File: config.mk
export PLATFORM = sky130hd
export DESIGN_NAME = aot_mul
export DESIGN_NICKNAME = d
export VERILOG_FILES = /design/src/sv/aot_pkg.sv /design/src/sv/aot_mul.sv
export SDC_FILE = /design/constraint.sdc
export NUM_CORES = 2
export LEC_CHECK = 0
export BUFFER_PORTS_ARGS = -buffer_cell sky130_fd_sc_hd__buf_2
export CAP_MARGIN = 0
export CORE_MARGIN = 3
export CORE_UTILIZATION = 40
export CTS_BUF_LIST = sky130_fd_sc_hd__clkbuf_8
export DETAILED_ROUTE_END_ITERATION = 16
export PLACE_DENSITY = 0.6
export SLEW_MARGIN = 10
export SYNTH_ARGS = -nofsm -noshare
export SYNTH_HDL_FRONTEND = slang
export SYNTH_SLANG_ARGS = --single-unit
export TNS_END_PERCENT = 20
File: constraint.sdc
create_clock -name clk -period 15 [get_ports clk]
set_input_delay 3 -clock clk [delete_from_list [all_inputs] [get_ports clk]]
set_output_delay 3 -clock clk [all_outputs]
set_load 0.02 [all_outputs]
File: src/sv/aot_pkg.sv
// Shared types, constants and tables for the arc odometry tracker.
// No dependencies; imported by every module of the block.
`default_nettype none
package aot_pkg;

	localparam int POS_WIDTH_DEF  = 48;
	localparam int FRAC_BITS_DEF  = 16;
	localparam int CORDIC_STEPS   = 30;
	localparam int MUL_W          = 33;
	localparam int DEN_W          = 33;

	localparam logic [30:0] GYRO_SCALE_RST = 31'd23592960;
	localparam logic [32:0] PI_Q30         = 33'd3373259426;
	localparam logic [32:0] INV2PI_Q32     = 33'd683565276;
	// ceil(2^37 / 45): exact quotient by 45 for dividends below 2^31
	localparam logic [32:0] RCP_45         = 33'd3054198967;
	localparam logic signed [33:0] CORDIC_K_Q30 = 34'sd652032874;

	typedef enum logic [1:0] {
		REG_GYRO_SCALE  = 2'd0,
		REG_SIDE_OFFSET = 2'd1,
		REG_FWD_OFFSET  = 2'd2,
		REG_UNUSED      = 2'd3
	} aot_reg_t;

	typedef enum logic [4:0] {
		S_IDLE, S_MAG, S_HDIV_GO, S_HDIV_WAIT, S_RMUL, S_RRCP, S_RQUO,
		S_DELTA, S_PH1, S_CORD1_GO, S_CORD1_WAIT, S_CDIV_GO, S_CDIV_WAIT,
		S_M1, S_M2, S_M3, S_M4, S_M5, S_PH2, S_CORD2_GO, S_CORD2_WAIT,
		S_ROT_MUL, S_ROT_ACC, S_DONE
	} aot_state_t;

	function automatic logic [31:0] atan_turn(input logic [4:0] idx);
		logic [31:0] v;
		case (idx)
			5'd0:  v = 32'h20000000;
			5'd1:  v = 32'h12E4051E;
			5'd2:  v = 32'h09FB385B;
			5'd3:  v = 32'h051111D4;
			5'd4:  v = 32'h028B0D43;
			5'd5:  v = 32'h0145D7E1;
			5'd6:  v = 32'h00A2F61E;
			5'd7:  v = 32'h00517C55;
			5'd8:  v = 32'h0028BE53;
			5'd9:  v = 32'h00145F2F;
			5'd10: v = 32'h000A2F98;
			5'd11: v = 32'h000517CC;
			5'd12: v = 32'h00028BE6;
			5'd13: v = 32'h000145F3;
			5'd14: v = 32'h0000A2FA;
			5'd15: v = 32'h0000517D;
			5'd16: v = 32'h000028BE;
			5'd17: v = 32'h0000145F;
			5'd18: v = 32'h00000A30;
			5'd19: v = 32'h00000518;
			5'd20: v = 32'h0000028C;
			5'd21: v = 32'h00000146;
			5'd22: v = 32'h000000A3;
			5'd23: v = 32'h00000051;
			5'd24: v = 32'h00000029;
			5'd25: v = 32'h00000014;
			5'd26: v = 32'h0000000A;
			5'd27: v = 32'h00000005;
			5'd28: v = 32'h00000003;
			5'd29: v = 32'h00000001;
			default: v = 32'h00000000;
		endcase
		return v;
	endfunction

endpackage
`default_nettype wire

File: src/sv/aot_mul.sv
// Shared signed multiplier with a registered product.
// Depends on aot_pkg for the operand width.
`default_nettype none
module aot_mul import aot_pkg::*; (
	input  wire logic                    clk,
	input  wire logic signed [MUL_W-1:0] a,
	input  wire logic signed [MUL_W-1:0] b,
	output logic signed [2*MUL_W-1:0]    p
);
	logic signed [2*MUL_W-1:0] p_q;

	always_ff @(posedge clk) begin
		p_q <= a * b;
	end

	assign p = p_q;
endmodule
`default_nettype wire

Yosys cells after proc, flatten, opt, wreduce, memory -nomap -nowiden
Index checks and enable logic that the tools add are counted.

Memory bits (writable): 0. Bits in latches: 0. Register bits after elaboration: 66. Memories: 0. Word-level logic and storage cells: 2. Bits in read-only memories: 0.

Equality and inequality tests: 0. Magnitude comparators: 0. Bitwise operators: 0. Reduce and logical (&&, ||, !) cells: 0. Shifts and indexed selects: 0. Add/subtract/negate cells: 0. Div/mod/pow operators: 0. Multiplexer cells: 0. $mul: 1.

Operator list (number): $mul 33x33->66 (1).

Longest topological paths before layout
Word-level depth: 1. Depth in mapped cells: 27. Depth with buffers taken out: 26.

Least setup slack after synthesis
No wires, ideal clock.

Path type: input port to flip-flop. Start: input a[32]. End: register p_q[62], in the netlist p[62]. Required time: 14.921 ns. Stages on the path: 23. Path slack: 4.764 ns. Path buffers: 2. Arrival: 10.157 ns. Cells stage by stage: clkbuf_1 -> nand2_1 -> inv_1 -> fa_1 -> fa_1 -> fa_1 -> fa_1 -> fa_1 -> fa_1 -> fa_1 -> inv_1 -> fa_1 -> inv_1 -> ha_1 -> clkbuf_1 -> and3_1 -> nand3_1 -> nand2b_1 -> a2111oi_4 -> a211oi_4 -> a21o_2 -> a21o_1 -> a211oi_2.

Word-level cells in the longest chain between the ends: 1.

Ends and longest elaborated chain: start: declaration (line aot_mul.sv:6) `input wire logic signed [MUL_W-1:0] a,`; $mul 33x33->66 (line aot_mul.sv:13) `p_q <= a * b;`; end signal: assignment (line aot_mul.sv:13); end: declaration (line aot_mul.sv:10) `logic signed [2*MUL_W-1:0] p_q;`.

No other way between the ends.

Worst setup path after layout
Start: input b[6]. End: register p_q[58], in the netlist p[58].

Word-level cells in the longest chain between the ends: 1.

Ends and longest elaborated chain: start: declaration (line aot_mul.sv:7) `input wire logic signed [MUL_W-1:0] b,`; $mul 33x33->66 (line aot_mul.sv:13).

No other way between the ends.

==> flow_summary.toml <==
[final_layout]
fillers = 9953
final_layout_size_suffix_gt1_share_pct = 4.873
nets = 5713
areaGrowthSynthToFinish_pct = 4.644
largest_reg_flops = 66

[timing]
number_of_failing_setup_endpoints_in_the_final_timing_report = 0
slew_headroom_pct = 22.81
final_critical_path_required_period_ps = 11150
rsz0062_at_grt = "false"
fin_tns_setup_ps = 0
min_period_over_period_pct = 74.34
worstMarginPinSlew_ps = 1157
timing_hold_violations_final = 0
maxClockFrequency_mhz = 89.68
finalMaxSlewViolations = 0

[critical_path]
worstSetupEndpoint = "p[58]$_DFF_P_"
timing.critical_path.slowest_stage_cell = "sky130_fd_sc_hd__fa_1"
worstPathRequired_ps = 15360
path_common_cell = "sky130_fd_sc_hd__fa_1"
timing_worst_setup_path_type = "in -> reg"
crit_buf_inv = 6
worstPathCellList = "buf_2 -> nand2_1 -> inv_1 -> fa_1 -> fa_1 -> inv_1 -> fa_1 -> inv_1 -> fa_1 -> fa_1 -> fa_1 -> fa_1 -> inv_1 -> fa_1 -> inv_1 -> ha_1 -> and3_1 -> nand3_1 -> nand2b_1 -> nor2_1 -> a211oi_4 -> a21oi_2 -> nor4b_2 -> a311oi_1"
worstPathArrival_ps = 11510
cp-start-kind = "input pin"
crit_cells = 24
path_max_fanout = 33
crit_path_max_incr_delay_ps = 1280
worst_setup_path_startpoint = "b[6]"
cp_top_family = "adder cells"
cp-end-kind = "flip-flop"

[grt]
grt_start_max_net_pins = 34
grt_remaining_overflow = 0
via_count_of_the_first_global_routing_pass = 31505
grt.total_usage_pct = 21.87
grt_first_pass_wirelength_mm = 179.4
grt_antenna_before_repair = 6

[clock_network]
clock_transition_at_path_regs_ps = 110
post_cts_resize_count = 0
postCtsSetupBuffers = 0
tritoncts_num_sinks = 66
cts_tree = "built"
max-clock-path-buffers = 2
clk_root_buffer_cell = "sky130_fd_sc_hd__clkbuf_8"
cts_made_buffers = 9
hold_bufs_at_cts = 0
cts_max_level = 3

[routing]
drc = 0
detail-route-antenna-nets = 0
vias_per_cell = 4.991
drt-total-wl_mm = 110.0
drt_pre_antenna_iters = 5
route.vias.total = 28197
wl_per_cell_um = 19.46
detailedRoute.firstIterationViolations = 1320

[yosys]
syn-num-nets = 5767
synthDistinctLibCells = 80
netlist_top_cells_area = "sky130_fd_sc_hd__fa_1 56%, sky130_fd_sc_hd__inv_1 10%, sky130_fd_sc_hd__and2_1 8.6%"
synth-edff-count = 0
synth_area_um2 = 40730
ys_warn_count = 0
yosysSeqAreaShare_pct = 3.244
netlist_instances = 4338
async_s_r_ff_share_synth_pct = 0
synth_top_area_share_pct = 56.27
synth_flop_cell = "sky130_fd_sc_hd__dfxtp_1"
number_of_storage_elements_in_the_synthesis_netlist = 66
synthTopCellsByCount = "1145 x sky130_fd_sc_hd__fa_1, 1131 x sky130_fd_sc_hd__inv_1, 562 x sky130_fd_sc_hd__and2_1"
synth.avg_cell_area_um2 = 9.390
synth_most_common_cell = "sky130_fd_sc_hd__fa_1"
post-synth-top-area-cell = "sky130_fd_sc_hd__fa_1"

[min_path]
hold_path.class = "in -> reg"
holdPathStages = 2
hold_path_startpoint = "b[0]"

[floorplan]
placement_rows = 116
die-area_um2 = 105700
io_pins = 133
core-area_um2 = 100600
die_width_um = 325.1
initial_core_util_pct = 40.50
die_h_um = 325.1

[job]
max-cap-violations = 0

[placement]
portBuffers = 132
detailed_place_hpwl_mm = 89.41
routabilityCongestion = 0.9489

[status]
run_status = "finished, final reports clean"
[cells in the final DEF, fill, tap and decap left out, types with 36 or more instances in the layout]
cell type,synthesis,final
sky130_fd_sc_hd__a21o_1,36,36
sky130_fd_sc_hd__a21oi_1,57,57
sky130_fd_sc_hd__and2_1,562,562
sky130_fd_sc_hd__buf_2,11,132
sky130_fd_sc_hd__dfxtp_1,66,66
sky130_fd_sc_hd__fa_1,1145,1145
sky130_fd_sc_hd__ha_1,217,217
sky130_fd_sc_hd__inv_1,1131,1131
sky130_fd_sc_hd__nand2_1,551,551
sky130_fd_sc_hd__nor2_1,68,68
sky130_fd_sc_hd__xnor2_1,43,43
[layer usage]
metal	track usage [%]	routed length, um
met1	28.56	45290
met2	36.99	54590
met3	3.839	6483
met4	7.092	3591
met5	0	0
[per-stage QoR]
step	setup slack [ps]	hold WS, ps	cell area, um2	util, %	std cells
finish	3850	3114	42630	42.38	5650
detailed placement	3456	3416	42420	42.18	5630
CTS	3984	3069	42620	42.37	5646
floorplan	4764	3127	40730	-	4338
global placement	3539	3417	42420	42.18	5630
global route	3601	3120	42620	42.37	5648
[layout make-up]
class	count	area (um2)	share of cell area [%]
repair buffers	156	840.8	1.973
clock buffers	9	123.9	0.2906
clock inverters	7	70.07	0.1644
flip-flops and latches	66	1321	3.100
well taps	1357	1698	3.983
diodes	4	10.01	0.02348
inverters	1131	4245	9.959
multi-input cells	2920	34320	80.51
[how the worst min path moves through the flow]
stage,endpoint,slack [ps]
2_1_floorplan,p[0]$_DFF_P_,3130
3_3_place_gp,p[27],3420
3_5_place_dp,p[43],3420
4_1_cts,p[0]$_DFF_P_,3070
5_1_grt,p[0]$_DFF_P_,3120
6_report,p[0]$_DFF_P_,3110
[kinds of logic (layout without fill, tap and decap cells)]
logic type | after synthesis | count (layout) | synth area share, %
compound gates | 219 | 219 | 4.067
xor+xnor | 68 | 68 | 1.462
fa+ha+maj | 1362 | 1362 | 62.94
buf+inv | 1352 | 1303 | 12.51
flops | 66 | 66 | 3.244
other cells | 0 | 4 | 0
simple gates | 1271 | 1271 | 15.78
Power is left out: the tool's default activity adds up to more than one toggle a clock period on the data nets, which glitch-free logic cannot reach.
