$ cat config.mk
export PLATFORM = sky130hd
export DESIGN_NAME = aot_div
export DESIGN_NICKNAME = d
export VERILOG_FILES = /design/src/sv/aot_pkg.sv /design/src/sv/aot_div.sv
export SDC_FILE = /design/constraint.sdc
export NUM_CORES = 1
export LEC_CHECK = 0
export BUFFER_PORTS_ARGS = -buffer_cell sky130_fd_sc_hd__buf_2
export CORE_AREA = 4 4 115 117
export DETAILED_ROUTE_END_ITERATION = 16
export DIE_AREA = 0 0 119 121
export PLACE_DENSITY_LB_ADDON = 0.3
export SYNTH_ARGS = -nofsm -noshare
export SYNTH_HDL_FRONTEND = slang
export SYNTH_SLANG_ARGS = --single-unit
$ cat constraint.sdc
create_clock -name clk -period 7.9 [get_ports clk]
set_input_delay 1.58 -clock clk [delete_from_list [all_inputs] [get_ports clk]]
set_output_delay 1.58 -clock clk [all_outputs]
set_load 0.005 [all_outputs]
$ cat src/sv/aot_pkg.sv
// Shared types, constants and tables for the arc odometry tracker.
// No dependencies; imported by every module of the block.
`default_nettype none
package aot_pkg;

	localparam int POS_WIDTH_DEF  = 48;
	localparam int FRAC_BITS_DEF  = 16;
	localparam int CORDIC_STEPS   = 30;
	localparam int MUL_W          = 33;
	localparam int DEN_W          = 33;

	localparam logic [30:0] GYRO_SCALE_RST = 31'd23592960;
	localparam logic [32:0] PI_Q30         = 33'd3373259426;
	localparam logic [32:0] INV2PI_Q32     = 33'd683565276;
	// ceil(2^37 / 45): exact quotient by 45 for dividends below 2^31
	localparam logic [32:0] RCP_45         = 33'd3054198967;
	localparam logic signed [33:0] CORDIC_K_Q30 = 34'sd652032874;

	typedef enum logic [1:0] {
		REG_GYRO_SCALE  = 2'd0,
		REG_SIDE_OFFSET = 2'd1,
		REG_FWD_OFFSET  = 2'd2,
		REG_UNUSED      = 2'd3
	} aot_reg_t;

	typedef enum logic [4:0] {
		S_IDLE, S_MAG, S_HDIV_GO, S_HDIV_WAIT, S_RMUL, S_RRCP, S_RQUO,
		S_DELTA, S_PH1, S_CORD1_GO, S_CORD1_WAIT, S_CDIV_GO, S_CDIV_WAIT,
		S_M1, S_M2, S_M3, S_M4, S_M5, S_PH2, S_CORD2_GO, S_CORD2_WAIT,
		S_ROT_MUL, S_ROT_ACC, S_DONE
	} aot_state_t;

	function automatic logic [31:0] atan_turn(input logic [4:0] idx);
		logic [31:0] v;
		case (idx)
			5'd0:  v = 32'h20000000;
			5'd1:  v = 32'h12E4051E;
			5'd2:  v = 32'h09FB385B;
			5'd3:  v = 32'h051111D4;
			5'd4:  v = 32'h028B0D43;
			5'd5:  v = 32'h0145D7E1;
			5'd6:  v = 32'h00A2F61E;
			5'd7:  v = 32'h00517C55;
			5'd8:  v = 32'h0028BE53;
			5'd9:  v = 32'h00145F2F;
			5'd10: v = 32'h000A2F98;
			5'd11: v = 32'h000517CC;
			5'd12: v = 32'h00028BE6;
			5'd13: v = 32'h000145F3;
			5'd14: v = 32'h0000A2FA;
			5'd15: v = 32'h0000517D;
			5'd16: v = 32'h000028BE;
			5'd17: v = 32'h0000145F;
			5'd18: v = 32'h00000A30;
			5'd19: v = 32'h00000518;
			5'd20: v = 32'h0000028C;
			5'd21: v = 32'h00000146;
			5'd22: v = 32'h000000A3;
			5'd23: v = 32'h00000051;
			5'd24: v = 32'h00000029;
			5'd25: v = 32'h00000014;
			5'd26: v = 32'h0000000A;
			5'd27: v = 32'h00000005;
			5'd28: v = 32'h00000003;
			5'd29: v = 32'h00000001;
			default: v = 32'h00000000;
		endcase
		return v;
	endfunction

endpackage
`default_nettype wire

$ cat src/sv/aot_div.sv
// Restoring unsigned divider, one quotient bit per cycle.
// Depends on aot_pkg for the divisor width.
`default_nettype none
module aot_div import aot_pkg::*; #(
	parameter int DW = 57
) (
	input  wire logic             clk,
	input  wire logic             arst_n,
	input  wire logic             start,
	input  wire logic [DW-1:0]    num,
	input  wire logic [DEN_W-1:0] den,
	output logic                  done,
	output logic [DW-1:0]         quo
);
	localparam int CW = $clog2(DW + 1);

	logic [DEN_W-1:0] rem_q;
	logic [DEN_W-1:0] den_q;
	logic [DW-1:0]    sh_q;
	logic [CW-1:0]    cnt_q;
	logic             busy_q;
	logic             done_q;
	logic [DEN_W:0]   shifted;
	logic [DEN_W+1:0] trial;
	logic             qbit;

	assign shifted = {rem_q, sh_q[DW-1]};
	assign trial   = {1'b0, shifted} - {2'b00, den_q};
	assign qbit    = ~trial[DEN_W+1];

	always_ff @(posedge clk or negedge arst_n) begin
		if (!arst_n) begin
			busy_q <= 1'b0;
			done_q <= 1'b0;
			cnt_q  <= '0;
		end else if (start) begin
			busy_q <= 1'b1;
			done_q <= 1'b0;
			cnt_q  <= CW'(DW);
		end else if (busy_q) begin
			cnt_q <= cnt_q - CW'(1);
			if (cnt_q == CW'(1)) begin
				busy_q <= 1'b0;
				done_q <= 1'b1;
			end
		end else begin
			done_q <= 1'b0;
		end
	end

	always_ff @(posedge clk) begin
		if (start) begin
			rem_q <= '0;
			sh_q  <= num;
			den_q <= den;
		end else if (busy_q) begin
			rem_q <= qbit ? trial[DEN_W-1:0] : shifted[DEN_W-1:0];
			sh_q  <= {sh_q[DW-2:0], qbit};
		end
	end

	assign done = done_q;
	assign quo  = sh_q;
endmodule
`default_nettype wire

Word level (Yosys, flattened, before mapping)
Cells that the tools add are included. W data, S select, Z words.

$add $sub $neg: 2. Equality and inequality tests: 2. Mux-type cells: 11. Bitwise gates (word level): 1. Reductions and logical operators: 1.

Operator list (count): $mux W57 (2); $sub A34 B33 Y35 (1); $mux W33 (1); $mux W6 (2); $eq A6 B1 Y1 const B (1); $mux W1 (6); $sub A6 B1 Y6 const B (1); $ne A3 B2 Y1 const B (1); $reduce_bool A2 Y1 (1); $not A1 Y1 (1).

Bits in registers: 131. Input port bits: 93.

Logic depth before layout (Yosys ltp)
Gate-level depths: netlist of run 1.

Depth after elaboration: 4. Mapped depth: 14.

Worst setup path before layout of run 1
Ideal clock, no wire load.

Kind: input port to flip-flop. Start: input start. End: register sh_q[0] (netlist: quo[0]) (enable). Setup time: 0.390 ns. Arrival: 2.897 ns. Path slack: 4.614 ns. Stages: 3. Path buffers: 2. Path through: clkbuf_1 -> clkbuf_1 -> or2_2.

Word-level cells in the longest chain between the ends: 1.

RTL lines: start, declared (RTL line aot_div.sv:9) `input wire logic start,`; $reduce_bool A2 Y1 (no source line); end signal, assigned (RTL line aot_div.sv:54) `sh_q <= num;`; end signal, assigned (RTL line aot_div.sv:58) `sh_q <= {sh_q[DW-2:0], qbit};`; end, declared (RTL line aot_div.sv:19) `logic [DW-1:0] sh_q;`.

Every way passes these cells. A chain may end at the register's enable or synchronous reset.

Worst setup path after layout of run 1
Start: register sh_q[56] (netlist: quo[56]). End: register rem_q[24].

Word-level cells in the longest chain between the ends: 2.

RTL lines: $sub A34 B33 Y35 (RTL line aot_div.sv:28) `assign trial = {1'b0, shifted} - {2'b00, den_q};`; $mux W33 (RTL line aot_div.sv:57) `rem_q <= qbit ? trial[DEN_W-1:0] : shifted[DEN_W-1:0];`; end signal, assigned (RTL line aot_div.sv:57); end, declared (RTL line aot_div.sv:17) `logic [DEN_W-1:0] rem_q;`.

Every way passes these cells.

==> impl_metrics.tcl, run 1 <==
set metrics [dict create \
    status "complete, no violations" \
    viasPerCell 5.692 \
    dp.cells 962 \
    fp-row-count 41 \
    cts_resized 0 \
    end_kind "register" \
    initial_core_util_pct 58.65 \
    finalInstanceArea_um2 8702 \
    maxSlewHeadroom_pct 50.88 \
    die-height_um 121 \
    min_delay_path_depth 2 \
    path_clk_slew_ns 0.06 \
    finalSetupViolations 0 \
    yosysUniqueCellTypes 71 \
    synthesis.nets 795 \
    first_global_vias 5959 \
    portBuffers 150 \
    fin_tns_setup_ns 0 \
    clk_latency_ns 0.43 \
    diodes 0 \
    finalMaxSlewViolations 0 \
    critPathMaxFanout 25 \
    path_class "reg -> reg" \
    vias 5658 \
    synth_edf_count 90 \
    final_antenna_net_count 0 \
    yosys_warnings 0 \
    synth-seq-cells 131 \
    cts.sinks 131 \
    wl_um 16870 \
    regToRegSetupSlack_ns 4.58 \
    placed_area_um2 8112 \
    max-cap-violations 0 \
    holdBufCountCts 0 \
    irDropWorstVdd_v 0.0001821 \
    gr-total-overflow 0 \
    dpl.hpwl_um 11770 \
    nNetsFinal 938 \
    cts_tree "built" \
    grt.total_usage_pct 24.19 \
    setup_ws_ns 4.579 \
    skew_ns 0.01879 \
    cts_setup_buffers 0 \
    reg2reg_depth 13 \
    synth.avg_cell_area_um2 10.89 \
    grt_pass1_wl_um 27990 \
    hold_violations 0 \
    cp.required_ns 8.23 \
    die_w_um 119 \
    rsz0062_at_grt "no" \
    antenna_found_initial 0 \
    top_level_ports 151 \
    drive_above_1_share_pct 32.97 \
    dp_slack_ns 4.609 \
    hp-class "reg -> reg" \
    grt_max_degree 69 \
    worstSetupStartpointType "register" \
    clockBufferDepth 2 \
    worstMarginPinSlew_ns 0.7369 \
    dr.first_iter.drc_count 338 \
    cts-buffers-inserted 17 \
    drc_errors 0 \
    drtPass1Iterations 5 \
    finalNonFillerCells 994 \
    coreArea_um2 12360 \
    period_needed_ns 3.321 \
    gp_congestion 0.9090 \
    seq_area_frac_synth_pct 49.15 \
    cts_max_level 4 \
    postSynthCellCount 666 \
    synth_async_sr_flop_share_pct 6.107 \
    root_buffer "clkbuf_16" \
    synth-main-ff-cell "edfxtp_1" \
    powerDensity_nw_per_um2 332.7 \
    netlist_area_um2 7251 \
    fmax_mhz 301.1 \
    area_growth_pct 20.02 \
    final_util_pct 70.39 \
    p_leak_uw 0.003724 \
    min_period_over_period_pct 42.04 \
    die_area_um2 14400 \
    crit_arrival_ns 3.65 \
    wl_per_cell_um 16.98 \
]
==> synth_stat cells, types with 4 or more instances <==
cell type	count	area, um2
nand4_1	4	25.02
clkbuf_1	21	78.83
xnor2_1	19	166.4
o21ai_0	20	100.1
and2_1	6	37.54
inv_1	46	172.7
o21a_1	6	45.04
a21oi_1	34	170.2
a311oi_1	20	175.2
dfrtp_1	8	200.2
or3_1	7	43.79
nor2_1	50	187.7
a211oi_1	7	52.55
nand2_1	70	262.8
edfxtp_1	90	2703
buf_2	5	25.02
a31oi_1	4	25.02
a311oi_2	7	105.1
nor4_1	4	25.02
ha_1	35	437.9
nand3_1	13	65.06
o21bai_1	5	37.54
dfxtp_1	33	660.6
o211ai_1	5	37.54
mux2_2	59	664.4
xor2_1	8	70.07
nand2b_1	4	25.02
a21o_1	13	97.59
==> power breakdown <==
| group | internal [uW] | switching (uW) |
|---|---|---|
| Clock | 483 | 304 |
| Sequential | 873 | 94.4 |
| Combinational | 485 | 655 |
| Total | 1840 | 1050 |
==> through the flow <==
stage               power, uW  hold slack, ns
CTS                      2898          0.4825
global route             3086          0.4975
finish                   2895          0.4793
detailed placement       2099          0.4617
global placement         2063          0.4542
floorplan                1852          0.4424
==> cell type report <==
type                            instances  area, um2
Tap cell                              172      215.2
Fill cell                             914       3661
Multi-Input combinational cell        457       3364
Inverter                               47      176.4
Timing Repair Buffer                  155      790.8
Clock buffer                           21      460.4
Clock inverter                         11      130.1
Sequential cell                       131       3565
==> cells in the final DEF, fill, tap and decap left out, types with 33 or more instances in the layout <==
cell,synthesis,routed
mux2_2,59,59
nor2_1,50,50
edfxtp_1,90,90
inv_1,46,46
dfxtp_1,33,33
ha_1,35,35
buf_2,5,149
nand2_1,70,70
a21oi_1,34,34
==> routing by layer <==
| layer | share of wire, % | track usage [%] |
|---|---|---|
| met3 | 7.4 | 8.858 |
| met2 | 49 | 41.12 |
| met4 | 2.5 | 10.21 |
| met1 | 41 | 27.51 |
| met5 | 0 | 0 |
==> worst max-delay path: stages, from the launching register on <==
cell and delay [ns]:
edfxtp_1 0.41, inv_1 0.08, ha_1 0.16, inv_1 0.05, fa_1 0.41, a21o_1 0.22
a221oi_4 0.36, nor3b_2 0.10, o21bai_2 0.21, a21oi_4 0.11, nor2_2 0.36, buf_4 0.36
a21oi_1 0.12, a311oi_1 0.28
==> final timing paths <==
| path | start | endpoint |
|---|---|---|
| worst min-delay path | rem_q[32] | rem_q[32] |
| worst max-delay path | quo[56] | rem_q[24] |
| worst max register to register | quo[56] | rem_q[24] |
| min in group asynchronous | arst_n | cnt_q[3] |
| worst min register to register | rem_q[32] | rem_q[32] |
| max in group asynchronous | arst_n | busy_q |
==> cells by family after synthesis <==
kind of cell	synth area share (%)
AND/OR/NAND/NOR	11.72
AO/OA/AOI/OAI	15.81
flip-flops	49.15
buffers and inverters	4.452
multiplexers	9.301
adder cells (fa/ha/maj)	6.316
XOR/XNOR	3.261
==> registers in the layout, indices dropped and copies added (netlist names) <==
| name | cells |
|---|---|
| quo | 57 |
| den_q | 33 |
| rem_q | 33 |
| cnt_q | 6 |
| busy_q | 1 |
| done | 1 |
(Power assumes the default switching activity.)
==> run 2, diff against run 1 <==
CORE_AREA = 4 4 120 122   (was 4 4 115 117)
DIE_AREA = 0 0 124 126   (was 0 0 119 121)
clock period = 3.4 ns   (was 7.9 ns; I/O delays follow)
==> run 2 against run 1 <==
Design area up 0.73%. Clock skew down 0.0089 ns. Combinational power grew 130%. Sequential share of layout area down 0.30 points.
==> impl_metrics.tcl, run 2 (synthesized netlist as in run 1, its figures left out) <==
set metrics [dict create \
    hold_violations 0 \
    maxSlewHeadroom_pct 55.36 \
    root_buffer "clkbuf_16" \
    wl_um 16970 \
    finalSetupViolations 0 \
    clockBufferDepth 2 \
    cp_num_buf_inv 2 \
    fmax_mhz 327.8 \
    path_class "reg -> reg" \
    top_level_ports 151 \
    die_area_um2 15620 \
    cts_resized 0 \
    fp-row-count 42 \
    cts-buffers-inserted 17 \
    cts.sinks 131 \
    worstMarginPinSlew_ns 0.6696 \
    cts_max_level 4 \
    worstSetupStartpointType "register" \
    die-height_um 126 \
    vias 5652 \
    finalMaxSlewViolations 0 \
    area_growth_pct 20.90 \
    end_kind "register" \
    critPathMaxFanout 29 \
    placed_area_um2 8159 \
    use_met3_pct 8.072 \
    first_global_vias 5753 \
    clk_latency_ns 0.42 \
    gr-total-overflow 0 \
    wl_per_cell_um 16.92 \
    finalInstanceArea_um2 8766 \
    skew_ns 0.009915 \
    path_clk_slew_ns 0.06 \
    min_period_over_period_pct 89.74 \
    initial_core_util_pct 54.97 \
    die_w_um 124 \
    final_antenna_net_count 0 \
    viasPerCell 5.635 \
    final_common_cell "buf_2" \
    met2_usage_pct 37.73 \
    max-cap-violations 0 \
    cpMostUsedCell "inv_1" \
    crit_arrival_ns 3.22 \
    grt_max_degree 63 \
    layout_common_cells "buf_2 (149), edfxtp_1 (90), nand2_1 (70), mux2_2 (59), nor2_1 (50)" \
    drtPass1Iterations 5 \
    top_usage_layer "met2" \
    rsz0062_at_grt "no" \
    status "complete, no violations" \
    grt.total_usage_pct 23.30 \
    antenna_found_initial 1 \
    cts_tree "built" \
    cp.required_ns 3.57 \
    path_cells "inv_1 > ha_1 > inv_1 > fa_1 > a21o_1 > a221oi_4 > nor3b_2 > o21bai_2 > a21oi_4 > or2_4 > mux2_2" \
    crit_family "compound AO/OA/AOI/OAI gates" \
    nNetsFinal 942 \
    coreArea_um2 13190 \
    dr.first_iter.drc_count 392 \
    drive_above_1_share_pct 33.17 \
    slowest_stage "or2_4" \
    cts_setup_buffers 0 \
    holdWs_ns 0.09595 \
    powerDensity_nw_per_um2 776.5 \
    holdBufCountCts 0 \
    hp-class "in -> async" \
    portBuffers 150 \
    grt_pass1_wl_um 28880 \
    fin_tns_setup_ns 0 \
    largest_reg_flops 57 \
    use_met1_pct 29.07 \
    drc_errors 0 \
    irDropWorstVdd_v 0.0004827 \
    dp.cells 970 \
    critPathMaxStageDelay_ns 0.41 \
    gp_congestion 0.9326 \
    period_needed_ns 3.051 \
    p_leak_uw 0.003771 \
    dpl.hpwl_um 12280 \
    finalNonFillerCells 1003 \
]
## run 2: cell types whose count changed in the layout (fill, tap and decap cells not counted), moves of 2 or more
cell / change
clkbuf_8: -2
clkinvlp_4: -4
clkinv_1: +2
buf_4: +3
inv_6: +4
## run 2: final timing paths
| kind | to | slack (ns) | depth (start not counted) | startpoint |
|---|---|---|---|---|
| setup reg to reg | quo[0] | 0.35 | 11 | quo[56] |
| setup / recovery | quo[0] | 0.35 | 11 | quo[56] |
| min in group clk | den_q[22] | 0.43 | 1 | den[22] |
| max in group asynchronous | busy_q | 3.12 | 1 | arst_n |
| hold reg to reg | rem_q[32] | 0.48 | 2 | rem_q[32] |
| hold / removal | done | 0.1 | 1 | arst_n |
## run 2: per-layer routing
layer,vias to the layer above,share of wire (%)
met4,0,1.8
met5,-,0
met1,2689,42
met2,187,49
li1,2750,-
met3,26,7.7
## run 2: final cells by class
type	count	area, um2
repair buffers	159	833.3
fillers	1028	4424
clock inverters	14	175.2
flip-flops and latches	131	3565
clock buffers	18	429.2
inverters	47	176.4
well taps	176	220.2
diodes	1	2.502
multi-input cells	457	3364
## run 2: metrics by stage
stage                     util, %  total power (uW)  worst slack (ns)
final                       66.46              6807            0.3490
after CTS                   66.44              6843            0.3136
after floorplan                 -              4303            0.4439
after global routing        66.46              7292           0.04871
after global placement      61.86              4858            0.4169
after detailed placement    61.86              4924            0.3463
## run 2: report_power, final
part / leakage (uW) / switching, uW / internal [uW] / total (uW)
registers: 0.00128 / 220 / 2030 / 2250
clock network: 0.000297 / 724 / 1170 / 1890
logic: 0.00219 / 1520 / 1150 / 2670
==> run 3, diff against run 2 <==
BUFFER_PORTS_ARGS = -buffer_cell sky130_fd_sc_hd__buf_4   (was -buffer_cell sky130_fd_sc_hd__buf_2)
HOLD_SLACK_MARGIN = 0.1   (was default)
==> run 3 against run 2 <==
Routed wire length up 2.2%. Die area unchanged. Clock skew up 0.00074 ns. Clock power down 8%. Final cell count down 0.20%. Non-clock buffer count down 1. First-iteration DRC count up 3.8%. Count of clock-buffer cells in the layout up 1. Register-to-register slack worse by 0.06 ns.
==> impl_metrics.tcl, run 3 (synthesized netlist as in run 1, its figures left out) <==
set metrics [dict create \
    path_clk_slew_ns 0.06 \
    die_area_um2 15620 \
    placed_area_um2 8517 \
    p_leak_uw 0.003859 \
    max-cap-violations 0 \
    clockBufferDepth 2 \
    dr.first_iter.drc_count 407 \
    top_level_ports 151 \
    routed-wl-met2_um 8732 \
    dp.cells 968 \
    holdWs_ns 0.4304 \
    wl_um 17340 \
    path_cells "inv_1 > ha_1 > inv_1 > fa_1 > a21o_1 > a221oi_4 > o21bai_2 > a21oi_2 > o21ai_1 > a311oi_1 > nand3_1 > a311oi_1" \
    irDropWorstVdd_v 0.0004165 \
    viasPerCell 5.642 \
    worstSetupStartpointType "register" \
    die_w_um 124 \
    antenna_found_initial 0 \
    fp-row-count 42 \
    finalInstanceArea_um2 9085 \
    first_global_vias 5869 \
    finalSetupViolations 0 \
    final_util_pct 68.88 \
    final_common_cell "buf_4" \
    gp_congestion 0.8990 \
    cts_setup_buffers 0 \
    coreArea_um2 13190 \
    cts_max_level 4 \
    root_buffer "clkbuf_16" \
    portBuffers 150 \
    worstMarginPinSlew_ns 0.7340 \
    hp-class "in -> reg" \
    initial_core_util_pct 54.97 \
    area_growth_pct 25.30 \
    fin_tns_setup_ns 0 \
    crit_start "quo[56]" \
    cts_tree "built" \
    top_layer_used "met4" \
    reg2reg_depth 12 \
    diodes 0 \
    path_class "reg -> reg" \
    skew_ns 0.01065 \
    route.met3.wl_um 1485 \
    drt-met1-wl_um 6920 \
    slowest_stage "edfxtp_1" \
    grt_max_degree 83 \
    gr-total-overflow 0 \
    rsz0062_at_grt "no" \
    crit_family "compound AO/OA/AOI/OAI gates" \
    finalNonFillerCells 1001 \
    cts-buffers-inserted 17 \
    cts_resized 0 \
    critPathMaxFanout 5 \
    period_needed_ns 3.116 \
    vias 5648 \
    status "complete, no violations" \
    die-height_um 126 \
    drc_errors 0 \
    powerDensity_nw_per_um2 739.8 \
    drtPass1Iterations 5 \
    drive_above_1_share_pct 32.97 \
    cp.depth 12 \
    grt.total_usage_pct 22.90 \
    crit_arrival_ns 3.45 \
    r2r_end "rem_q[24]" \
    endpoint "rem_q[24]" \
    cp.required_ns 3.73 \
    critPathMaxStageDelay_ns 0.42 \
    final_antenna_net_count 0 \
    regToRegSetupSlack_ns 0.28 \
    fmax_mhz 321.0 \
    wl_per_cell_um 17.32 \
    rr_startpoint "quo[56]" \
    cts.sinks 131 \
    layout_common_cells "buf_4 (156), edfxtp_1 (90), nand2_1 (70), mux2_2 (59), nor2_1 (50)" \
    clk_latency_ns 0.42 \
    dpl.hpwl_um 12580 \
    holdBufCountCts 1 \
    finalMaxSlewViolations 0 \
    hold_violations 0 \
    end_kind "register" \
    maxSlewHeadroom_pct 51.06 \
    min_period_over_period_pct 91.63 \
    largest_reg_flops 57 \
    grt_pass1_wl_um 28000 \
    cp_num_buf_inv 2 \
    nNetsFinal 941 \
]
[run 3: final cells by class]
| type | count | area, um2 |
|---|---|---|
| clock buffer | 19 | 432.9 |
| sequential | 131 | 3565 |
| inverter | 47 | 176.4 |
| multi-input combinational | 457 | 3364 |
| clock inverter | 13 | 125.1 |
| timing repair buffer | 158 | 1201 |
| fill | 992 | 4105 |
| tap | 176 | 220.2 |
[run 3: how the worst min path moves through the flow]
| stage | start | endpoint | slack (ns) | depth (start not counted) |
|---|---|---|---|---|
| 2_1_floorplan | arst_n | busy_q | 0.38 | 0 |
| 3_3_place_gp | rem_q[32] | rem_q[32] | 0.45 | 2 |
| 3_5_place_dp | rem_q[32] | rem_q[32] | 0.46 | 2 |
| 4_1_cts | den[21] | den_q[21] | 0.41 | 1 |
| 5_1_grt | den[2] | den_q[2] | 0.40 | 1 |
| 6_report | den[21] | den_q[21] | 0.43 | 1 |
[run 3: routing by layer]
layer,track usage [%],up-vias
met4,6.830,0
met3,9.776,16
met5,0,-
met1,26.65,2707
met2,38.28,188
li1,-,2737
[run 3: where the power goes]
group	switching [uW]	leakage (uW)	total, uW	internal, uW
registers	229	0.00128	2260	2030
clock network	720	0.000264	1740	1020
logic	1520	0.00231	2730	1210
total	2460	0.00386	6720	4260
[run 3: through the flow]
stage | worst slack, ns | power (uW)
after floorplan | 0.4439 | 4303
after global placement | 0.4177 | 4912
after detailed placement | 0.3199 | 4979
after CTS | 0.2933 | 6746
after global routing | 0.07737 | 7149
final | 0.2845 | 6721
