==> config.mk <==
export PLATFORM = sky130hd
export DESIGN_NAME = aot_cordic
export DESIGN_NICKNAME = d
export VERILOG_FILES = /design/src/sv/aot_pkg.sv /design/src/sv/aot_cordic.sv
export SDC_FILE = /design/constraint.sdc
export NUM_CORES = 1
export LEC_CHECK = 0
export BUFFER_PORTS_ARGS = -buffer_cell sky130_fd_sc_hd__buf_2
export CAP_MARGIN = 20
export CORE_ASPECT_RATIO = 0.9
export CORE_MARGIN = 3
export CORE_UTILIZATION = 45
export DETAILED_ROUTE_END_ITERATION = 10
export SYNTH_ARGS = -nofsm -noshare
export SYNTH_HDL_FRONTEND = slang
export SYNTH_SLANG_ARGS = --single-unit
==> constraint.sdc <==
create_clock -name clk -period 27.2 [get_ports clk]
set_input_delay 4.08 -clock clk [delete_from_list [all_inputs] [get_ports clk]]
set_output_delay 4.08 -clock clk [all_outputs]
set_load 0.1 [all_outputs]
==> src/sv/aot_pkg.sv <==
// Shared types, constants and tables for the arc odometry tracker.
// No dependencies; imported by every module of the block.
`default_nettype none
package aot_pkg;

	localparam int POS_WIDTH_DEF  = 48;
	localparam int FRAC_BITS_DEF  = 16;
	localparam int CORDIC_STEPS   = 30;
	localparam int MUL_W          = 33;
	localparam int DEN_W          = 33;

	localparam logic [30:0] GYRO_SCALE_RST = 31'd23592960;
	localparam logic [32:0] PI_Q30         = 33'd3373259426;
	localparam logic [32:0] INV2PI_Q32     = 33'd683565276;
	// ceil(2^37 / 45): exact quotient by 45 for dividends below 2^31
	localparam logic [32:0] RCP_45         = 33'd3054198967;
	localparam logic signed [33:0] CORDIC_K_Q30 = 34'sd652032874;

	typedef enum logic [1:0] {
		REG_GYRO_SCALE  = 2'd0,
		REG_SIDE_OFFSET = 2'd1,
		REG_FWD_OFFSET  = 2'd2,
		REG_UNUSED      = 2'd3
	} aot_reg_t;

	typedef enum logic [4:0] {
		S_IDLE, S_MAG, S_HDIV_GO, S_HDIV_WAIT, S_RMUL, S_RRCP, S_RQUO,
		S_DELTA, S_PH1, S_CORD1_GO, S_CORD1_WAIT, S_CDIV_GO, S_CDIV_WAIT,
		S_M1, S_M2, S_M3, S_M4, S_M5, S_PH2, S_CORD2_GO, S_CORD2_WAIT,
		S_ROT_MUL, S_ROT_ACC, S_DONE
	} aot_state_t;

	function automatic logic [31:0] atan_turn(input logic [4:0] idx);
		logic [31:0] v;
		case (idx)
			5'd0:  v = 32'h20000000;
			5'd1:  v = 32'h12E4051E;
			5'd2:  v = 32'h09FB385B;
			5'd3:  v = 32'h051111D4;
			5'd4:  v = 32'h028B0D43;
			5'd5:  v = 32'h0145D7E1;
			5'd6:  v = 32'h00A2F61E;
			5'd7:  v = 32'h00517C55;
			5'd8:  v = 32'h0028BE53;
			5'd9:  v = 32'h00145F2F;
			5'd10: v = 32'h000A2F98;
			5'd11: v = 32'h000517CC;
			5'd12: v = 32'h00028BE6;
			5'd13: v = 32'h000145F3;
			5'd14: v = 32'h0000A2FA;
			5'd15: v = 32'h0000517D;
			5'd16: v = 32'h000028BE;
			5'd17: v = 32'h0000145F;
			5'd18: v = 32'h00000A30;
			5'd19: v = 32'h00000518;
			5'd20: v = 32'h0000028C;
			5'd21: v = 32'h00000146;
			5'd22: v = 32'h000000A3;
			5'd23: v = 32'h00000051;
			5'd24: v = 32'h00000029;
			5'd25: v = 32'h00000014;
			5'd26: v = 32'h0000000A;
			5'd27: v = 32'h00000005;
			5'd28: v = 32'h00000003;
			5'd29: v = 32'h00000001;
			default: v = 32'h00000000;
		endcase
		return v;
	endfunction

endpackage
`default_nettype wire

==> src/sv/aot_cordic.sv <==
// Rotation-mode CORDIC, one step per cycle, giving sine and cosine in Q30.
// Depends on aot_pkg for the arctangent table and gain constant.
`default_nettype none
module aot_cordic import aot_pkg::*; (
	input  wire logic        clk,
	input  wire logic        arst_n,
	input  wire logic        start,
	input  wire logic [31:0] phase,
	output logic             done,
	output logic signed [31:0] sin_o,
	output logic signed [31:0] cos_o
);
	localparam int IW = $clog2(CORDIC_STEPS);
	localparam logic signed [33:0] ONE = 34'sd1 <<< 30;

	logic signed [33:0] x_q, y_q, nx, ny;
	logic signed [32:0] z_q, nz, at;
	logic [IW-1:0]      i_q;
	logic [1:0]         quad_q;
	logic               busy_q, done_q;
	logic signed [31:0] sin_q, cos_q, cx, cy, s_n, c_n;

	function automatic logic signed [31:0] clamp30(input logic signed [33:0] v);
		logic signed [31:0] r;
		if (v > ONE)
			r = 32'sd1 <<< 30;
		else if (v < -ONE)
			r = -(32'sd1 <<< 30);
		else
			r = 32'(v);
		return r;
	endfunction

	always_comb begin
		at = $signed({1'b0, atan_turn(5'(i_q))});
		if (!z_q[32]) begin
			nx = x_q - (y_q >>> i_q);
			ny = y_q + (x_q >>> i_q);
			nz = z_q - at;
		end else begin
			nx = x_q + (y_q >>> i_q);
			ny = y_q - (x_q >>> i_q);
			nz = z_q + at;
		end
		cx = clamp30(nx);
		cy = clamp30(ny);
		case (quad_q)
			2'd0: begin c_n = cx;  s_n = cy;  end
			2'd1: begin c_n = -cy; s_n = cx;  end
			2'd2: begin c_n = -cx; s_n = -cy; end
			default: begin c_n = cy; s_n = -cx; end
		endcase
	end

	always_ff @(posedge clk or negedge arst_n) begin
		if (!arst_n) begin
			busy_q <= 1'b0;
			done_q <= 1'b0;
			i_q    <= '0;
		end else if (start) begin
			busy_q <= 1'b1;
			done_q <= 1'b0;
			i_q    <= '0;
		end else if (busy_q) begin
			i_q <= i_q + IW'(1);
			if (i_q == IW'(CORDIC_STEPS - 1)) begin
				busy_q <= 1'b0;
				done_q <= 1'b1;
			end
		end else begin
			done_q <= 1'b0;
		end
	end

	always_ff @(posedge clk) begin
		if (start) begin
			x_q    <= CORDIC_K_Q30;
			y_q    <= '0;
			z_q    <= $signed({3'b000, phase[29:0]});
			quad_q <= phase[31:30];
		end else if (busy_q) begin
			x_q <= nx;
			y_q <= ny;
			z_q <= nz;
			if (i_q == IW'(CORDIC_STEPS - 1)) begin
				sin_q <= s_n;
				cos_q <= c_n;
			end
		end
	end

	assign done  = done_q;
	assign sin_o = sin_q;
	assign cos_o = cos_q;
endmodule
`default_nettype wire

Word level (Yosys, flattened, before mapping)
Memory sizes are Yosys's and may differ from the RTL's.
Cells that the tools add are included.

word-level totals
  output and inout port bits = 65
  word-level logic and storage cells = 53
  bits of input ports = 35
  bits in read-only memories = 960
  register bits = 174
  memories = 1

cells by class
  magnitude comparators = 4
  reductions and logical operators = 3
  equality and inequality tests = 4
  mux-type cells = 19
  shift operators = 2
  bitwise operators = 1
  add/subtract/negate cells = 9

memory list
  name             words  bits a word  rd ports  clocked after memory_dff  wr ports  RTL line       text
  (no name shown)  32     30           1         0                         0         aot_pkg.sv:35  case (idx)

operator list
  cell                    count
  $pmux W32 S3            2
  $mux W32                4
  $add A34 B34 Y34        2
  $gt A34 B32 Y1 const B  2
  $lt A34 B31 Y1 const B  2
  $mux W34                2
  $sshr A34 B5 Y34        2
  $sub A34 B34 Y34        2
  $neg A32 Y32            2
  $mux W30                2
  $add A33 B33 Y33        1
  $mux W33                1
  $sub A33 B33 Y33        1
  $mux W5                 2
  $mux W1                 6
  $add A5 B1 Y5 const B   1
  $eq A5 B5 Y1 const B    1
  $ne A3 B2 Y1 const B    1
  $reduce_and A3 Y1       1
  $eq A2 B1 Y1 const B    1
  $eq A2 B2 Y1 const B    1
  $logic_not A2 Y1        1
  $reduce_bool A2 Y1      1
  $not A1 Y1              1

Depth between registers and ports, before layout
Gate-level depths: netlist of run 1.

  depth after elaboration = 8
  gate-level depth with buffers = 43
  gate-level depth less buffers = 35

Worst setup path after synthesis of run 1
Ideal clock, no wire load.

  kind = input to register
  from = in start
  to = reg cos_q[0] (netlist: cos_o[0]), enable pin
  required time = 26635 ps
  path slack = 17342 ps
  path buffers = 4
  stages = 5
  data arrival time = 9293 ps
  path through = clkbuf_1 clkbuf_1 buf_1 clkbuf_1 nor3_1

on the way
  cells in the longest elaborated chain, start to end = 2

RTL lines
  element                             RTL line          text
  start, declared                     aot_cordic.sv:7   input wire logic start,
  $not A1 Y1 (no source line)         -
  $reduce_and A3 Y1 (no source line)  -
  end signal, assigned                aot_cordic.sv:87  cos_q <= c_n;
  end, declared                       aot_cordic.sv:21  logic signed [31:0] sin_q, cos_q, cx, cy, s_n, c_n;

Every way passes these cells.
A chain may end at the register's enable or synchronous reset.

Worst setup path in the final report of run 1
  from = reg i_q[0]
  to = reg sin_q[30] (netlist: sin_o[30]) (data pin)

on the way
  cells in the longest elaborated chain, start to end = 8
  elaborated cells between the ends (all ways) = 19
  those cells by class = add/sub: 6; order compare: 4; shift: 2; mux: 7

RTL lines
  element                                         RTL line                            text
  start, declared                                 aot_cordic.sv:18                    logic [IW-1:0] i_q;
  start signal, assigned                          aot_cordic.sv:65                    i_q <= i_q + IW'(1);
  $sshr A34 B5 Y34, on equally long branches      -
  $sub A34 B34 Y34, or another cell as far along  aot_cordic.sv:37                    nx = x_q - (y_q >>> i_q);
  $mux W34                                        aot_cordic.sv:36                    if (!z_q[32]) begin
  $lt A34 B31 Y1                                  aot_cordic.sv:27                    else if (v < -ONE)
  $mux W32                                        aot_cordic.sv:27
  $mux W32                                        aot_cordic.sv:25                    if (v > ONE)
  $neg A32 Y32, on equally long branches          aot_cordic.sv:51, aot_cordic.sv:50
  $pmux W32 S3 (*)                                aot_cordic.sv:47                    case (quad_q)
  via s_n[30]                                     aot_cordic.sv:21
  end signal, assigned                            aot_cordic.sv:86                    sin_q <= s_n;
  end, declared                                   aot_cordic.sv:21

Mark *: on every way through the listed nets, which the timed path passes. The rest lies on a longest branch.

==> impl_results.md, run 1 <==
* Rows at 78
* Clock root buffer master: clkbuf_16
* Reg clk slew, reported paths at 0.08 ns
* Final net count at between 3k and 4k
* Max Cap Viol at 0
* Largest net degree at the start of global routing at 80
* Vias at 24.6k
* Core Region at approximately 0.051 mm^2
* Post-CTS Setup Bufs at 0
* Area Overhead vs Synth at 6.71%
* Clock tree sinks at between 150 and 200
* Synth top area share at 12.4%
* Tcrit/Tclk final at 44.2%
* Worst EP arrival at 12.40 ns
* Hold buffer count at cts at 0
* Final hold violations at 0
* Post-Synthesis Cell Area at approximately 0.023 mm^2
* Clk_skew at 0.0164 ns
* Fin Setup TNS at 0 ns
* Syn. warnings at 0
* Port Buffers at 99
* Register bit total from synthesis at ~170
* Remaining antenna violation count after routing at 0
* Ports at 100
* TritonRoute pass-1 iters at 6
* Global route total overflow at 0
* RSZ-0062 raised after global routing: false
* Main synth FF type: edfxtp_1
* CP endpoint kind: register
* Global-route wire length before repair at 145 mm
* DR iter-0 viols at 3492
* Area contributors post-synth: edfxtp_1 12%, mux4_2 7.7%, dfxtp_1 6.1%, ha_1 6.0%, nor2_1 4.8%
* Vias in the first global route at 22.4k
* Die Wd at 245 um
* DR DRC count at 0
* Wire length per cell at 27.6 um
* Crit start category: register
* Post-Syn Nets at 3028
* Area leader, netlist: edfxtp_1
* Max Clock Freq at approximately 83 MHz
* Critical-path maximum fanout at 57
* WP data required at 27.57 ns
* Post-CTS resize count at 0
* Setup CP Type: reg -> reg
* Htree depth at 4
* Vias per cell at 6.91
* Count of unique library cells instantiated by Yosys at about 120
* Worst Max-Slew Pin Slew at 1.13 ns
* Outcome: finished, final reports clean
* Ant diodes at 0
* Wirelength, routed at 98.2 mm
* Die area at 0.0544 mm^2
* Slew margin rel. at 24.3%
* Largest family of logic cells by synthesized area: compound AO/OA/AOI/OAI gates
* Dpl hpwl at 74.6 mm
* Clk Latency, worst-skew pair at approximately 0.50 ns
* Syn_area_per_cell at roughly 8 um^2
* Die Height at about 220 um
* Filler cell count at between 4k and 5k
* Initial antenna violation count at 5
* Initial Util at between 40% and 50%
* Share of post-route cells with drive strength above 1 at 13.9%
* Share of synthesized registers carrying an async set or reset at 4.02%
* Post-Synth XOR/XNOR Area at 6.96%
* Post-synthesis mux area share at 13.6%
* Synth Area in Adders at under 10%
* Post-Syn Instances at 2879
* Fin. max-slew vios at 0
* Min cycle time layout at 12.03 ns
* Number of flops mapped to enable cells by yosys at 96
* Register area share after synthesis at 19.3%
* Cts bufs inserted at 17
* Final GP Congestion at 1.00
* Critical path's largest stage delay at 0.80 ns
* Setup violators final at 0
* Clock buffer depth at 2
* Most common cell on crit path: and2_1
* Synth Area in Compound Gates at 26.7%
* Hold/Removal Path Class: reg -> reg
* CTS tree: built
* Tot GR Track Use at 35.0%
* Synth Area in Simple Gates at between 20% and 30%
* Critical Path Slowest Stage Cell: dfrtp_4
-- kinds of logic after synthesis --
logic type / after synthesis
simple gates: 1025
compound gates: 900
buf+inv: 274
mux: 211
xor+xnor: 181
flops: 174
fa+ha+maj: 114
-- synthesized netlist by cell type, types with 15 or more instances --
cell	instances
a221oi_1	19
edfxtp_1	96
inv_1	68
nor3_1	81
nand3_1	79
a211o_1	25
or3_1	22
nand2b_1	29
mux2i_1	92
a31oi_1	48
o21ai_0	168
buf_6	16
and2_1	39
a21boi_0	17
o21a_1	32
and3_1	43
xor2_1	69
xnor2_1	110
clkbuf_1	123
o31ai_1	16
or2_2	26
a21oi_1	198
a211oi_1	56
ha_1	111
mux4_2	79
o211ai_1	26
a22oi_1	19
buf_2	30
a32oi_1	16
nand4_1	19
nor3b_1	15
o221ai_1	18
nor2b_1	35
a21o_1	41
nand2_1	249
nor4_1	21
nor2_1	294
dfxtp_1	71
buf_1	21
o22ai_1	35
mux2_2	39
-- registers in the layout, summed over array words and instances, names as in the netlist --
name	count
quad_q	2
sin_o	32
done	1
z_q	33
y_q	34
i_q	5
cos_o	32
x_q	34
busy_q	1
-- cell type report --
cell class	instances	area (um^2)	area share (%)
clock buffer	22	487	1.96
clock inverter	10	90.1	0.364
inverter	72	273	1.10
multi-input combinational	2431	17600	70.8
sequential	174	4500	18.1
tap	680	851	3.43
timing repair buffer	169	1040	4.18
-- stage by stage --
stage / setup slack (ns) / instance area [um^2] / utilization [%] / hold WS (ns) / cells
global placement: 15.83 / 24200 / 47.7 / 0.484 / 3525
finish: 15.17 / 24800 / 48.8 / 0.506 / 3558
floorplan: 17.34 / 23200 / - / 0.466 / 2879
detailed placement: 15.35 / 24200 / 47.7 / 0.495 / 3525
global route: 14.34 / 24800 / 48.8 / 0.533 / 3558
CTS: 15.33 / 24800 / 48.8 / 0.500 / 3557
-- metal layers --
metal	up-vias	track usage (%)	share of wire, %
li1	11000	-	-
met1	11900	52.0	44
met2	1533	48.5	41
met3	206	9.37	12
met4	0	11.8	3.4
met5	-	0	0
-- final timing paths --
check	start	endpoint	slack, ns	depth (start not counted)
worst max-delay path	i_q[0]	sin_o[30]	15.17	34
worst min-delay path	y_q[0]	y_q[0]	0.51	2
worst max register to register	i_q[0]	sin_o[30]	15.17	34
worst min register to register	y_q[0]	y_q[0]	0.51	2
max in group asynchronous	arst_n	i_q[0]	23.56	1
min in group asynchronous	arst_n	done	3.42	1
-- layout by cell type (no fill, tap or decap), types with 35 or more instances in the layout --
| master | instances |
|---|---|
| xnor2_1 | 110 |
| and2_1 | 39 |
| edfxtp_1 | 96 |
| mux4_2 | 79 |
| nor3_1 | 79 |
| buf_4 | 70 |
| inv_1 | 67 |
| o21ai_0 | 168 |
| ha_1 | 111 |
| and3_1 | 43 |
| nand3_1 | 79 |
| a211oi_1 | 56 |
| buf_2 | 98 |
| mux2i_1 | 92 |
| nand2_1 | 249 |
| a21o_1 | 41 |
| dfxtp_1 | 70 |
| o22ai_1 | 35 |
| nor2_1 | 294 |
| mux2_2 | 39 |
| xor2_1 | 69 |
| a31oi_1 | 48 |
| a21oi_1 | 198 |
-- critical path, delay by kind of cell, from the launching register on --
| family | cells | cell delay [ns] |
|---|---|---|
| AND/OR/NAND/NOR | 14 | 4.20 |
| buffers and inverters | 3 | 1.17 |
| AO/OA/AOI/OAI | 11 | 2.82 |
| adder cells (fa/ha/maj) | 2 | 1.13 |
| XOR/XNOR | 2 | 0.80 |
| multiplexers | 2 | 0.95 |
| flip-flops | 1 | 0.80 |
Power of run 1 is left out: the tool's default activity adds up to more than one toggle a clock period on the data nets, which glitch-free logic cannot reach.
==> inputs of run 2 (changes only) <==
ABC_AREA = 1   (was not set)
clock period = 10.6 ns   (was 27.2 ns; I/O delays follow)
==> run 2 against run 1 <==
Critical path depth increased by 7. First-iteration DRC count decreased by 11%. Global-route usage decreased by 2.1 points. Routed wire length decreased by 9.3%. Area after synthesis decreased by 3.3%. Clock skew decreased by 0.00076 ns.
==> impl_results.md, run 2 <==
* Wire length per cell at 19.8 um (-28%)
* Core Region at 0.0492 mm^2 (-3.0%)
* Vias at 25.7k (+4.5%)
* Hold buffer count at cts at 0 (unchanged)
* Post-Syn Nets at 3962 (+31%)
* R2R cell count at 41 (+21%)
* Largest family of logic cells by synthesized area: simple AND/OR/NAND/NOR gates
* Synth Area in Simple Gates at 44.2% (+22 points)
* Global-route wire length before repair at 135 mm (-7.4%)
* Initial antenna violation count at 0 (-5)
* Reg clk slew, reported paths at 0.07 ns (about the same)
* Ant diodes at 0 (unchanged)
* Area leader, netlist: nand2_1
* Tot GR Track Use at 32.9% (-2.1 points)
* Max Clock Freq at 114 MHz (+37%)
* Outcome: finished, final reports clean
* RSZ-0062 raised after global routing: false
* Critical Path Source: i_q[2]
* Critical path's largest stage delay at 0.87 ns (+0.07 ns)
* Area after DPL at 0.0233 mm^2 (-3.5%)
* Vias per cell at 5.72 (-17%)
* Clock tree sinks at 174 (unchanged)
* Count leader, synth: nand2_1
* Clock buffer depth at 2 (unchanged)
* Hold/Removal Path Class: reg -> reg
* Setup CP Type: reg -> reg
* Port Buffers at 99 (unchanged)
* Fin. max-slew vios at 0 (unchanged)
* Die Wd at 242 um (-1.6%)
* WP data required at 10.85 ns (-16.72 ns)
* Count of unique library cells instantiated by Yosys at 61 (-48%)
* Die Height at 218 um (-1.6%)
* Max Cap Viol at 0 (unchanged)
* Final GP Congestion at 1.04 (+3.4%)
* Most frequent cells in the layout: 1268 x nand2_1, 506 x nand3_1, 415 x inv_1, 302 x nor2_1, 155 x o21ai_0
* Commonest non-fill, non-tap cell in the layout: nand2_1
* CP endpoint kind: register
* DR DRC count at 0 (unchanged)
* Main synth FF type: edfxtp_1
* Reg2reg setup slack at 1.85 ns (-13.32 ns)
* Synth top area share at 21.2% (+8.8 points)
* Post-synthesis mux area share at 0% (-14 points)
* Startpoint of the worst register-to-register path: i_q[2]
* Clk_skew at 0.0156 ns (-0.000760 ns)
* Crit start category: register
* Final Instance Area at 0.0239 mm^2 (-3.5%)
* Register bit total from synthesis at 174 (unchanged)
* RR Endpoint: sin_o[26]
* Post-Synthesis Cell Area at 0.0225 mm^2 (-3.3%)
* Post-CTS Setup Bufs at 0 (unchanged)
* Share of post-route cells with drive strength above 1 at 7.24% (-6.7 points)
* Most frequent cells after synthesis: 1268 x nand2_1, 506 x nand3_1, 418 x inv_1
* Area Overhead vs Synth at 6.44%
* Top flop regs: x_q (34), y_q (34), z_q (33)
* Min cycle time layout at 8.75 ns (-3.28 ns)
* TritonRoute pass-1 iters at 6 (unchanged)
* Critical-path maximum fanout at 42 (-26%)
* Syn. warnings at 0 (unchanged)
* Worst EP arrival at 9.01 ns (-3.39 ns)
* Initial Util at 45.6% (-0.13 points)
* Global route total overflow at 0 (unchanged)
* Clock root buffer master: clkbuf_16
* Rows at 77 (-1.3%)
* Syn_area_per_cell at 5.89 um^2 (-27%)
* Worst Max-Slew Pin Slew at 0.914 ns (-0.217 ns)
* Post-CTS resize count at 0 (unchanged)
* Synth Area in Adders at 6.45% (+0.21 points)
* CTS tree: built
* Dpl hpwl at 70.1 mm (-6.0%)
* Vias in the first global route at 22.3k (-0.42%)
* Die area at 0.0526 mm^2 (-3.2%)
* Remaining antenna violation count after routing at 0 (unchanged)
* Share of synthesized registers carrying an async set or reset at 4.02% (unchanged)
* Number of flops mapped to enable cells by yosys at 96 (unchanged)
* Ports at 100 (unchanged)
* Post-Synth XOR/XNOR Area at 5.11% (-1.8 points)
* Clk Latency, worst-skew pair at 0.51 ns (about the same)
* Final hold violations at 0 (unchanged)
* Area contributors post-synth: nand2_1 21%, edfxtp_1 13%, nand3_1 11%, inv_1 7.0%, dfxtp_1 6.3%
* Htree depth at 4 (unchanged)
* Tcrit/Tclk final at 82.6% (+38 points)
* Slew margin rel. at 39.0% (+15 points)
* Wirelength, routed at 89.1 mm (-9.3%)
* Synth Area in Compound Gates at 13.7% (-13 points)
* Most common cell on crit path: nand2_1
* Fin Setup TNS at 0 ns (unchanged)
* Critical Path Slowest Stage Cell: dfrtp_2
* Setup violators final at 0 (unchanged)
* Register area share after synthesis at 19.9% (+0.65 points)
* DR iter-0 viols at 3110 (-11%)
* Largest net degree at the start of global routing at 80 (unchanged)
* Post-Syn Instances at 3813 (+32%)
* Final net count at 3960 (+31%)
* Cts bufs inserted at 17 (unchanged)
* Critical path endpoint: sin_o[26]
==> run 2: worst max-delay path: cells and delay by family, from the launching register on <==
family | cells | cell delay (ns)
xor gates and xnor gates | 2 | 0.44
buffers and inverters | 5 | 1.46
and+or+nand+nor | 26 | 4.25
AOI/OAI and AO/OA | 6 | 0.90
DFF | 1 | 0.87
adders and majority gates | 2 | 0.54
==> run 2: kinds of logic (layout without fill, tap and decap cells) <==
kind of cell,count (synthesis),after routing
adder cells (fa/ha/maj),114,114
XOR/XNOR,131,131
AND/OR/NAND/NOR,2299,2299
AO/OA/AOI/OAI,509,509
flip-flops,174,174
buffers and inverters,586,597
==> run 2: cell type report <==
cell class	count	area [um^2]
Fill cell	5335	25300
Multi-Input combinational cell	3053	15700
Tap cell	671	840
Clock inverter	15	149
Inverter	436	1640
Clock buffer	17	425
Sequential cell	174	4480
Timing Repair Buffer	129	721
==> run 2: layer usage <==
metal | part of all wire (%) | vias up | global-route usage, %
li1 | - | 12600 | -
met1 | 47 | 11700 | 49.2
met2 | 39 | 1266 | 45.5
met3 | 11 | 138 | 7.91
met4 | 2.9 | 0 | 10.9
met5 | 0 | - | 0
==> run 2: stage by stage <==
step                      cells  hold WS [ns]  setup slack, ns  util (%)
after global routing       4495         0.501             1.02      48.6
after floorplan            3813         0.435             3.04         -
after global placement     4463         0.459             2.15      47.4
final                      4495         0.476             1.85      48.6
after CTS                  4495         0.482             2.06      48.6
after detailed placement   4463         0.463             2.05      47.4
==> run 2: worst min-delay path by stage <==
stage	startpoint	to	slack (ns)	cells past startpoint
2_1_floorplan	z_q[30]	z_q[30]	0.43	2
3_3_place_gp	z_q[31]	z_q[31]	0.46	2
3_5_place_dp	z_q[31]	z_q[31]	0.46	2
4_1_cts	z_q[31]	z_q[31]	0.48	2
5_1_grt	done	done	0.50	1
6_report	z_q[31]	z_q[31]	0.48	2
Power of run 2 is left out for the same reason.
